### src/design/assert_macros.svh
// Assertion helpers shared by the RTL. Each expects clk and rst_n in scope.
`ifndef ASSERT_MACROS_SVH
`define ASSERT_MACROS_SVH

// Condition must hold at every clock edge out of reset.
`define CHK_ALWAYS(name, expr) \
  name: assert property (@(posedge clk) disable iff (!rst_n) (expr)) \
    else $error("check failed");

// Antecedent implies consequent in the same cycle.
`define CHK_IMPLY(name, ante, cons) \
  name: assert property (@(posedge clk) disable iff (!rst_n) (ante) |-> (cons)) \
    else $error("check failed");

// Antecedent implies consequent in the next cycle.
`define CHK_NEXT(name, ante, cons) \
  name: assert property (@(posedge clk) disable iff (!rst_n) (ante) |=> (cons)) \
    else $error("check failed");

`endif

### src/design/utf8d_pkg.sv
`timescale 1ns / 1ps
package utf8d_pkg;

  // One queued command: up to two UTF-16 units, then an optional status item.
  typedef struct packed {
    logic [1:0]  n_units;
    logic [15:0] unit0;
    logic [15:0] unit1;
    logic        status;
    logic        bad;
  } cmd_t;

  localparam int FifoDepth = 4;
  localparam int FifoAw    = 2;

  localparam logic [20:0] SupplStart = 21'h10000;
  localparam logic [20:0] MaxPoint   = 21'h10FFFF;
  localparam logic [20:0] Min2Byte   = 21'h80;
  localparam logic [20:0] Min3Byte   = 21'h800;
  localparam logic [20:0] SurrFirst  = 21'hD800;
  localparam logic [20:0] SurrLast   = 21'hDFFF;
  localparam logic [15:0] HiSurrBase = 16'hD800;
  localparam logic [15:0] LoSurrBase = 16'hDC00;

endpackage

### src/design/utf8_to_utf16_strict_decoder.sv
`timescale 1ns / 1ps
// Strict UTF-8 to UTF-16 decoder. Takes one byte per cycle and gives one
// UTF-16 unit per cycle when not stalled. A code point of U+10000 or above
// gives a surrogate pair, and the last byte of a string adds a status item
// (last = 1, bad = 1 if the string was malformed), so one byte can produce
// up to three results; lead bytes give no unit. The output side is a single
// register that issues one result per cycle while out_ready is high, fed
// from a four-entry command queue; input ready drops only while it is full.
module utf8_to_utf16_strict_decoder (
  input  logic        clk,
  input  logic        rst_n,
  input  logic        in_valid,
  output logic        in_ready,
  input  logic [7:0]  in_data_byte,
  input  logic        in_end_of_string,
  output logic        out_valid,
  input  logic        out_ready,
  output logic [15:0] out_code_unit,
  output logic        out_unit_valid,
  output logic        out_last,
  output logic        out_bad
);
  import utf8d_pkg::*;

  logic in_fire;
  logic push;
  logic full;
  logic pop;
  logic head_valid;
  cmd_t push_cmd;
  cmd_t head_cmd;

  assign in_ready = !full;
  assign in_fire  = in_valid && in_ready;

  utf8d_front u_front (
    .clk           (clk),
    .rst_n         (rst_n),
    .in_fire       (in_fire),
    .data_byte     (in_data_byte),
    .end_of_string (in_end_of_string),
    .push          (push),
    .cmd           (push_cmd)
  );

  utf8d_fifo u_fifo (
    .clk        (clk),
    .rst_n      (rst_n),
    .push       (push),
    .push_cmd   (push_cmd),
    .full       (full),
    .pop        (pop),
    .head_valid (head_valid),
    .head_cmd   (head_cmd)
  );

  utf8d_back u_back (
    .clk            (clk),
    .rst_n          (rst_n),
    .head_valid     (head_valid),
    .head_cmd       (head_cmd),
    .pop            (pop),
    .out_valid      (out_valid),
    .out_ready      (out_ready),
    .out_code_unit  (out_code_unit),
    .out_unit_valid (out_unit_valid),
    .out_last       (out_last),
    .out_bad        (out_bad)
  );

endmodule

### src/design/utf8d_front.sv
`timescale 1ns / 1ps
`include "assert_macros.svh"
module utf8d_front (
  input  logic              clk,
  input  logic              rst_n,
  input  logic              in_fire,
  input  logic [7:0]        data_byte,
  input  logic              end_of_string,
  output logic              push,
  output utf8d_pkg::cmd_t   cmd
);
  import utf8d_pkg::*;

  logic [20:0] partial_r, partial_nxt;
  logic [1:0]  left_r, left_nxt;
  logic [1:0]  seq_r, seq_nxt;
  logic        failed_r, failed_nxt;

  logic        emit;
  logic        ok;
  logic        supp;
  logic        str_bad;
  logic [20:0] cp_emit;
  logic [20:0] cont_cp;
  logic [20:0] cp_off;

  assign cont_cp = {partial_r[14:0], data_byte[5:0]};

  always_comb begin
    partial_nxt = partial_r;
    left_nxt    = left_r;
    seq_nxt     = seq_r;
    failed_nxt  = failed_r;
    emit        = 1'b0;
    ok          = 1'b0;
    cp_emit     = {13'd0, data_byte};

    if (!failed_r) begin
      if (left_r == 2'd0) begin
        priority if (!data_byte[7]) begin
          emit = 1'b1;
        end else if (data_byte[7:5] == 3'b110) begin
          partial_nxt = {16'd0, data_byte[4:0]};
          left_nxt    = 2'd1;
          seq_nxt     = 2'd1;
        end else if (data_byte[7:4] == 4'b1110) begin
          partial_nxt = {17'd0, data_byte[3:0]};
          left_nxt    = 2'd2;
          seq_nxt     = 2'd2;
        end else if (data_byte[7:3] == 5'b11110) begin
          partial_nxt = {18'd0, data_byte[2:0]};
          left_nxt    = 2'd3;
          seq_nxt     = 2'd3;
        end else begin
          failed_nxt  = 1'b1;
          partial_nxt = '0;
          left_nxt    = 2'd0;
          seq_nxt     = 2'd0;
        end
      end else if (data_byte[7:6] != 2'b10) begin
        failed_nxt  = 1'b1;
        partial_nxt = '0;
        left_nxt    = 2'd0;
        seq_nxt     = 2'd0;
      end else begin
        partial_nxt = cont_cp;
        left_nxt    = left_r - 2'd1;
        if (left_r == 2'd1) begin
          unique case (seq_r)
            2'd1:    ok = cont_cp >= Min2Byte;
            2'd2:    ok = (cont_cp >= Min3Byte) &&
                          !((cont_cp >= SurrFirst) && (cont_cp <= SurrLast));
            default: ok = (cont_cp >= SupplStart) && (cont_cp <= MaxPoint);
          endcase
          if (ok) begin
            emit        = 1'b1;
            cp_emit     = cont_cp;
            partial_nxt = '0;
            seq_nxt     = 2'd0;
          end else begin
            failed_nxt  = 1'b1;
            partial_nxt = '0;
            seq_nxt     = 2'd0;
          end
        end
      end
    end

    // status must see a cut-off sequence before state clears
    str_bad = failed_nxt || (left_nxt != 2'd0);

    if (end_of_string) begin
      partial_nxt = '0;
      left_nxt    = 2'd0;
      seq_nxt     = 2'd0;
      failed_nxt  = 1'b0;
    end
  end

  assign supp        = cp_emit >= SupplStart;
  assign cp_off      = cp_emit - SupplStart;
  assign cmd.n_units = emit ? (supp ? 2'd2 : 2'd1) : 2'd0;
  assign cmd.unit0   = supp ? (HiSurrBase | {6'd0, cp_off[19:10]}) : cp_emit[15:0];
  assign cmd.unit1   = LoSurrBase | {6'd0, cp_off[9:0]};
  assign cmd.status  = end_of_string;
  assign cmd.bad     = str_bad;
  assign push        = in_fire && (emit || end_of_string);

  always_ff @(posedge clk) begin
    if (!rst_n) begin
      partial_r <= '0;
      left_r    <= 2'd0;
      seq_r     <= 2'd0;
      failed_r  <= 1'b0;
    end else if (in_fire) begin
      partial_r <= partial_nxt;
      left_r    <= left_nxt;
      seq_r     <= seq_nxt;
      failed_r  <= failed_nxt;
    end
  end

  `CHK_IMPLY(a_fail_no_seq, failed_r, (left_r == 2'd0) && (seq_r == 2'd0))
  `CHK_IMPLY(a_left_in_seq, left_r != 2'd0, seq_r >= left_r)

endmodule

### src/design/utf8d_fifo.sv
`timescale 1ns / 1ps
`include "assert_macros.svh"
module utf8d_fifo (
  input  logic              clk,
  input  logic              rst_n,
  input  logic              push,
  input  utf8d_pkg::cmd_t   push_cmd,
  output logic              full,
  input  logic              pop,
  output logic              head_valid,
  output utf8d_pkg::cmd_t   head_cmd
);
  import utf8d_pkg::*;

  cmd_t              mem_r [FifoDepth];
  logic [FifoAw-1:0] wr_ptr_r, rd_ptr_r;
  logic [FifoAw:0]   cnt_r;

  assign full       = cnt_r == (FifoAw + 1)'(FifoDepth);
  assign head_valid = cnt_r != '0;
  assign head_cmd   = mem_r[rd_ptr_r];

  always_ff @(posedge clk) begin
    if (push) begin
      mem_r[wr_ptr_r] <= push_cmd;
    end
  end

  always_ff @(posedge clk) begin
    if (!rst_n) begin
      wr_ptr_r <= '0;
      rd_ptr_r <= '0;
      cnt_r    <= '0;
    end else begin
      if (push) begin
        wr_ptr_r <= wr_ptr_r + 1'b1;
      end
      if (pop) begin
        rd_ptr_r <= rd_ptr_r + 1'b1;
      end
      cnt_r <= cnt_r + (FifoAw + 1)'(push) - (FifoAw + 1)'(pop);
    end
  end

  `CHK_IMPLY(a_no_overflow, push, !full || pop)
  `CHK_IMPLY(a_no_underflow, pop, head_valid)

endmodule

### src/design/utf8d_back.sv
`timescale 1ns / 1ps
`include "assert_macros.svh"
module utf8d_back (
  input  logic              clk,
  input  logic              rst_n,
  input  logic              head_valid,
  input  utf8d_pkg::cmd_t   head_cmd,
  output logic              pop,
  output logic              out_valid,
  input  logic              out_ready,
  output logic [15:0]       out_code_unit,
  output logic              out_unit_valid,
  output logic              out_last,
  output logic              out_bad
);
  import utf8d_pkg::*;

  logic [1:0]  step_r, step_nxt;
  logic        out_valid_r;
  logic [15:0] code_r;
  logic        uv_r, last_r, bad_r;

  logic [1:0]  total;
  logic        adv;
  logic        final_elem;
  logic        is_unit;
  logic [15:0] sel_code;

  assign total      = head_cmd.n_units + {1'b0, head_cmd.status};
  assign adv        = head_valid && (!out_valid_r || out_ready);
  assign final_elem = step_r == (total - 2'd1);
  assign is_unit    = step_r < head_cmd.n_units;
  assign sel_code   = !is_unit ? 16'd0 :
                      (step_r == 2'd0) ? head_cmd.unit0 : head_cmd.unit1;
  assign pop        = adv && final_elem;
  assign step_nxt   = !adv ? step_r : (final_elem ? 2'd0 : step_r + 2'd1);

  always_ff @(posedge clk) begin
    if (!rst_n) begin
      out_valid_r <= 1'b0;
      step_r      <= 2'd0;
    end else begin
      step_r <= step_nxt;
      if (adv) begin
        out_valid_r <= 1'b1;
      end else if (out_ready) begin
        out_valid_r <= 1'b0;
      end
    end
  end

  // payload: load the next element of the head command
  always_ff @(posedge clk) begin
    if (adv) begin
      code_r <= sel_code;
      uv_r   <= is_unit;
      last_r <= !is_unit;
      bad_r  <= !is_unit && head_cmd.bad;
    end
  end

  assign out_valid      = out_valid_r;
  assign out_code_unit  = code_r;
  assign out_unit_valid = uv_r;
  assign out_last       = last_r;
  assign out_bad        = bad_r;

  `CHK_IMPLY(a_step_idle, !head_valid, step_r == 2'd0)
  `CHK_IMPLY(a_step_bound, head_valid, step_r < total)

endmodule
### config.mk
export PLATFORM = sky130hd
export DESIGN_NAME = utf8_to_utf16_strict_decoder
export DESIGN_NICKNAME = d
export VERILOG_FILES = /design/src/design/utf8d_pkg.sv /design/src/design/utf8_to_utf16_strict_decoder.sv /design/src/design/utf8d_front.sv /design/src/design/utf8d_fifo.sv /design/src/design/utf8d_back.sv
export VERILOG_INCLUDE_DIRS = /design/src /design/src/design
export SDC_FILE = /design/constraint.sdc
export NUM_CORES = 1
export LEC_CHECK = 0
export BUFFER_PORTS_ARGS = -buffer_cell sky130_fd_sc_hd__buf_4
export CORE_MARGIN = 3
export CORE_UTILIZATION = 41
export DETAILED_ROUTE_END_ITERATION = 16
export PLACE_DENSITY_LB_ADDON = 0.25
export SETUP_SLACK_MARGIN = 0.2
export SLEW_MARGIN = 15
export SYNTH_ARGS = -nofsm -noshare
export SYNTH_HDL_FRONTEND = slang
export SYNTH_SLANG_ARGS = --single-unit
### constraint.sdc
create_clock -name clk -period 4 [get_ports clk]
set_clock_uncertainty 0.05 [all_clocks]
set_input_delay 0.2 -clock clk [delete_from_list [all_inputs] [get_ports clk]]
set_output_delay 0.2 -clock clk [all_outputs]
set_load 0.05 [all_outputs]
### Word level (Yosys, flattened, before mapping)

Memories as Yosys holds them, arrays and structs flattened. A register that Yosys moved wholly into a read port is not among the register bits.
Cells that the tools add are included.

| operators by class | value |
|---|---|
| reduce and logical (&&, ||, !) cells | 23 |
| multiplexer cells | 60 |
| equality and inequality tests | 11 |
| add/subtract/negate cells | 9 |
| order comparisons | 8 |

Operators with widths:

| kind | number |
|---|---|
| two-way mux 15 bit | 7 |
| two-way mux 21 bit | 5 |
| >= comparator 21 x 17 -> 1 bit, second input constant | 2 |
| two-way mux 2 bit | 19 |
| two-way mux 16 bit | 2 |
| two-way mux 1 bit | 24 |
| >= comparator 21 x 12 -> 1 bit, second input constant | 1 |
| >= comparator 21 x 16 -> 1 bit, second input constant | 1 |
| >= comparator 21 x 8 -> 1 bit, second input constant | 1 |
| less-or-equal comparator 21 x 16 -> 1 bit, second input constant | 1 |
| less-or-equal comparator 21 bit, second input constant | 1 |
| subtractor 20 x 17 -> 20 bit, second input constant | 1 |
| logical AND 1 bit | 8 |
| adder 2 x 1 -> 2 bit, second input constant | 3 |
| equality test 3 bit, second input constant | 2 |
| equality test 5 bit, second input constant | 1 |
| equality test 2 x 1 -> 1 bit, second input constant | 2 |
| equality test 4 bit, second input constant | 1 |
| zero test 1 bit | 4 |
| zero test 2 bit | 2 |
| two-way mux 4 bit | 1 |
| inequality test 2 bit, second input constant | 2 |
| AND reduction 4 bit | 1 |
| nonzero test 2 bit | 2 |
| other kinds (14) | 17 |

| word-level totals | value |
|---|---|
| memory bits (writable) | 120 |
| memories | 1 |
| output and inout port bits | 21 |
| register bits after elaboration | 49 |

Memory list:

| name | depth | width | rd ports | clocked after Yosys merged registers in | write ports | RTL line | source |
|---|---|---|---|---|---|---|---|
| u_fifo.mem_r | 4 | 30 | 1 | 1 | 1 | utf8d_fifo.sv:15 | `cmd_t mem_r [FifoDepth];` |

### Depth between registers and ports, before layout

| logic depth | value |
|---|---|
| depth in word-level cells | 18 |
| depth in mapped cells | 16 |

### Hierarchy

Synthesis repeated with hierarchy kept, for this count alone.

| unflattened totals | value |
|---|---|
| cell total of the unflattened synthesis | 542 |
| area total of the unflattened synthesis | 8450.6 um2 |

Modules (own cells, without submodules):

| module | seq. area each (um2) | instances | cells an instance | area an instance (um2) |
|---|---|---|---|---|
| utf8d_fifo | 4504.3 | 1 | 231 | 5693.0 |
| utf8d_front | 400.4 | 1 | 221 | 1654.1 |
| utf8d_back | 630.6 | 1 | 88 | 1093.5 |
| utf8_to_utf16_strict_decoder | 0.0 | 1 | 2 | 10.0 |

### Worst setup path after synthesis

Ideal clock, no wire load.

| path | value |
|---|---|
| path kind | register to register |
| from | register with a tool-made name |
| to | register u_fifo.cnt_r[2] |
| setup time | 0.128 ns |
| path slack | 0.511 ns |
| arrival time | 3.311 ns |
| buffers on the path | 3 |
| clock period less this slack | 3.489 ns |
| stages on the path, launching flop included | 15 |
| path through | dfxtp_1 -> buf_2 -> buf_2 -> mux4_2 -> inv_1 -> ha_1 -> xor2_1 -> and3_1 -> clkbuf_1 -> ha_1 -> inv_1 -> ha_1 -> fa_1 -> xnor2_1 -> nor2_1 |

RTL lines:

| item | RTL line | source |
|---|---|---|
| end signal: assignment | utf8d_fifo.sv:41 | `cnt_r <= cnt_r + (FifoAw + 1)'(push) - (FifoAw + 1)'(pop);` |
| end: declaration | utf8d_fifo.sv:17 | `logic [FifoAw:0] cnt_r;` |

==> flow_summary_export.csv <==
group,metric,value,unit
status,status,"complete, no violations",
cts,clock_tree.htree_level_count,4,
min_path,hold_class,"in -> reg",
route,drc,0,
final_layout,area_growth,16.6,%
placed_design,port_buffers,33,
worst_setup_path,crit_fanout,17,
yosys,yosysWarningCount,0,
worst_setup_path,crit_arrival,3.65,ns
min_path,hp-start,"in_end_of_string",
final_layout,utilization,0.498,
floorplan,core-area,16900,um^2
route,vias,3978,
cts,ctsRootBufferMaster,"clkbuf_16",
route,wl_per_cell,18.1,um
cts,cts.sinks,171,
global_routing,grt-ovfl-total,0,
timing,drv_slew,0,
placed_design,placedCellCount,724,
yosys,syn_avg_cell_area,15.0,um^2
floorplan,top_level_ports,34,
cts,cts_made_buffers,17,
final_layout,diodes,0,
worst_setup_path,cp.required,4.10,ns
cts,cts_max_path_buffers,2,
worst_setup_path,end_kind,"register",
yosys,synthArstFlopShare,0,
floorplan,die_h,139,um
floorplan,die_area,19200,um^2
power_and_ir_drop,power.static_leakage,0.00306,uW
route,routed_via_density,5.22,
cts,postCtsSetupBuffers,0,
cts,cts_tree,"yes",
worst_setup_path,critPathKind,"reg -> reg",
yosys,ys_dominant_reg_cell,"edfxtp_1",
power_and_ir_drop,peakVddDrop,0.384,mV
global_routing,globalRouteTotalUtil,0.151,
placed_design,globalplace.congestion,0.893,
global_routing,grt_pass1_wl,22400,um
timing,setup_tns,0,ns
route,ant_nets,0,
power_and_ir_drop,cellPowerDensity,665,nW/um^2
worst_setup_path,ff2ff_path_depth,12,
global_routing,grt_pass1_vias,4166,
cts,cts.clk_slew.worst_paths,0.07,ns
min_path,hold_end,"u_fifo.mem_r[0][1]",
final_layout,multi_input_area,2200,um^2
yosys,synth-seq-cells,171,
yosys,syn_area,7200,um^2
timing,worst_pin_slew,1.00,ns
yosys,synth_cell_type_count,58,
final_layout,fin_cells,762,
worst_setup_path,start_kind,"register",
timing,rsz0062_at_grt,"false",
flow_run,max_cap_viol_count,0,
route,drt_wl_total,13800,um
floorplan,rows,47,
timing,max_freq,282,MHz
final_layout,area.sequential,4820,um^2
cts,clk_latency,0.42,ns
timing,setup_violations,0,
global_routing,antenna_found_initial,0,
min_path,min_path_cells,1,
yosys,synth-edff-count,139,
floorplan,fp.dieW,139,um
yosys,synth_nets,510,
timing,post-route-min-period,3.55,ns
worst_setup_path,r2r_end,"u_fifo.mem_r[2][20]",
final_layout,layout.nets,558,
worst_setup_path,r2r-start,"u_front.partial_r[10]",
timing,relSlewSlack,0.331,
final_layout,nFillCells,1419,
global_routing,grt_max_degree,31,
timing,min_period_over_period,0.887,
worst_setup_path,r2r_slack,0.45,ns
final_layout,drive_gt1_frac,0.216,
placed_design,dp_hpwl,8720,um
route,firstDrtPassIters,4,
yosys,yosysSeqAreaShare,0.668,
yosys,syn_inst,481,
timing,hold_viol_final,0,
floorplan,initial_utilization,0.427,
route,drt-initial-drc-count,264,
==> logic make-up after synthesis <==
logic type | share of synthesized area
DFF | 0.668
and+or+nand+nor | 0.0896
AOI/OAI and AO/OA | 0.0507
buffers and inverters | 0.0281
muxes | 0.122
adders and majority gates | 0.0288
xor gates and xnor gates | 0.0122
==> routing by layer <==
layer	global-route usage	share of wire	wire length [um]
met1	0.204	0.46	6370
met5	0	0	0
met2	0.238	0.48	6670
met3	0.0386	0.040	556
met4	0.0556	0.013	173
==> synthesized netlist by cell type, drive strengths merged (5+ instances only) <==
cell type | count | share of area
a21oi | 26 | 0.018
a22oi | 7 | 0.0092
and2 | 12 | 0.011
and3 | 6 | 0.0052
buf | 5 | 0.0042
clkbuf | 14 | 0.0073
dfxtp | 32 | 0.089
edfxtp | 139 | 0.58
ha | 15 | 0.026
inv | 32 | 0.017
mux2i | 16 | 0.022
mux4 | 30 | 0.094
nand2 | 32 | 0.017
nand2b | 5 | 0.0043
nand3 | 13 | 0.0090
nor2 | 35 | 0.018
nor3 | 5 | 0.0035
o21ai | 7 | 0.0049
xnor2 | 6 | 0.0073
==> power breakdown <==
part	total [uW]	switching [uW]	internal, uW
clock network	1640	647	992
logic	1610	1020	590
registers	2330	83.0	2250
==> worst max-delay path, cell delays in order (launching register included) <==
cell and delay (ns):
dfxtp_1 0.36, nor4_4 0.43, nand4_1 0.14, a221o_1 0.49, and2_4 0.24, nand2_1 0.11, inv_1 0.06, ha_1 0.17
nor4b_1 0.14, nand2_1 0.07, a31oi_2 0.06, a22oi_4 0.52, mux2_1 0.43
==> layout by cell type (no fill, tap or decap), drive strengths merged, types with 7 or more instances in the layout <==
master	instances
edfxtp	139
buf	42
nor2	35
inv	34
nand2	32
dfxtp	32
mux4	30
a21oi	26
clkbuf	25
mux2i	16
ha	15
nand3	13
and2	12
a22oi	7
o21ai	7
==> layout make-up <==
type                            count  area share
Clock buffer                       25      0.0679
Clock inverter                      7     0.00521
Sequential cell                   171       0.573
Tap cell                          220      0.0328
Multi-Input combinational cell    259       0.262
Inverter                           32      0.0143
Timing Repair Buffer               48      0.0447
==> sequential cells by signal, indices dropped and copies added (netlist names), named ones only <==
register	flops
u_back.out_bad	1
u_back.out_code_unit	16
u_back.out_last	1
u_back.out_unit_valid	1
u_back.out_valid	1
u_back.step_r	2
u_fifo.cnt_r	3
u_fifo.mem_r	120
u_fifo.rd_ptr_r	2
u_fifo.wr_ptr_r	2
u_front.failed_r	1
u_front.left_r	2
u_front.partial_r	15
u_front.seq_r	2
==> how the worst max path moves through the flow <==
stage | start | end | slack (ns) | depth (start not counted)
4_1_cts | u_front.left_r[0] | u_fifo.mem_r[0][12] | 0.25 | 13
2_1_floorplan | register | u_fifo.cnt_r[2] | 0.51 | 14
3_3_place_gp | u_front.left_r[0] | u_fifo.mem_r[0][12] | 0.40 | 13
3_5_place_dp | u_front.left_r[0] | u_fifo.mem_r[0][12] | 0.26 | 13
5_1_grt | u_front.partial_r[10] | u_fifo.mem_r[0][15] | 0.21 | 12
6_report | u_front.partial_r[10] | u_fifo.mem_r[2][20] | 0.45 | 12
==> stage by stage <==
stage	setup WS, ns	hold WS [ns]	total power [uW]	instance area (um^2)
final	0.453	0.0177	5590	8400
after floorplan	0.511	0.249	3570	7200
after CTS	0.249	0.000590	5660	8390
after detailed placement	0.258	0.416	4020	7720
after global placement	0.400	0.414	4000	7720
after global routing	0.208	0.0108	5880	8400
==> what timing repair did <==
item	4_1_cts	5_1_grt
endpoints found under the hold margin	19	0
gates resized for setup	0	2
setup endpoints to repair	0	74
hold buffers	6	0
Power figures use the tool's default switching activity.
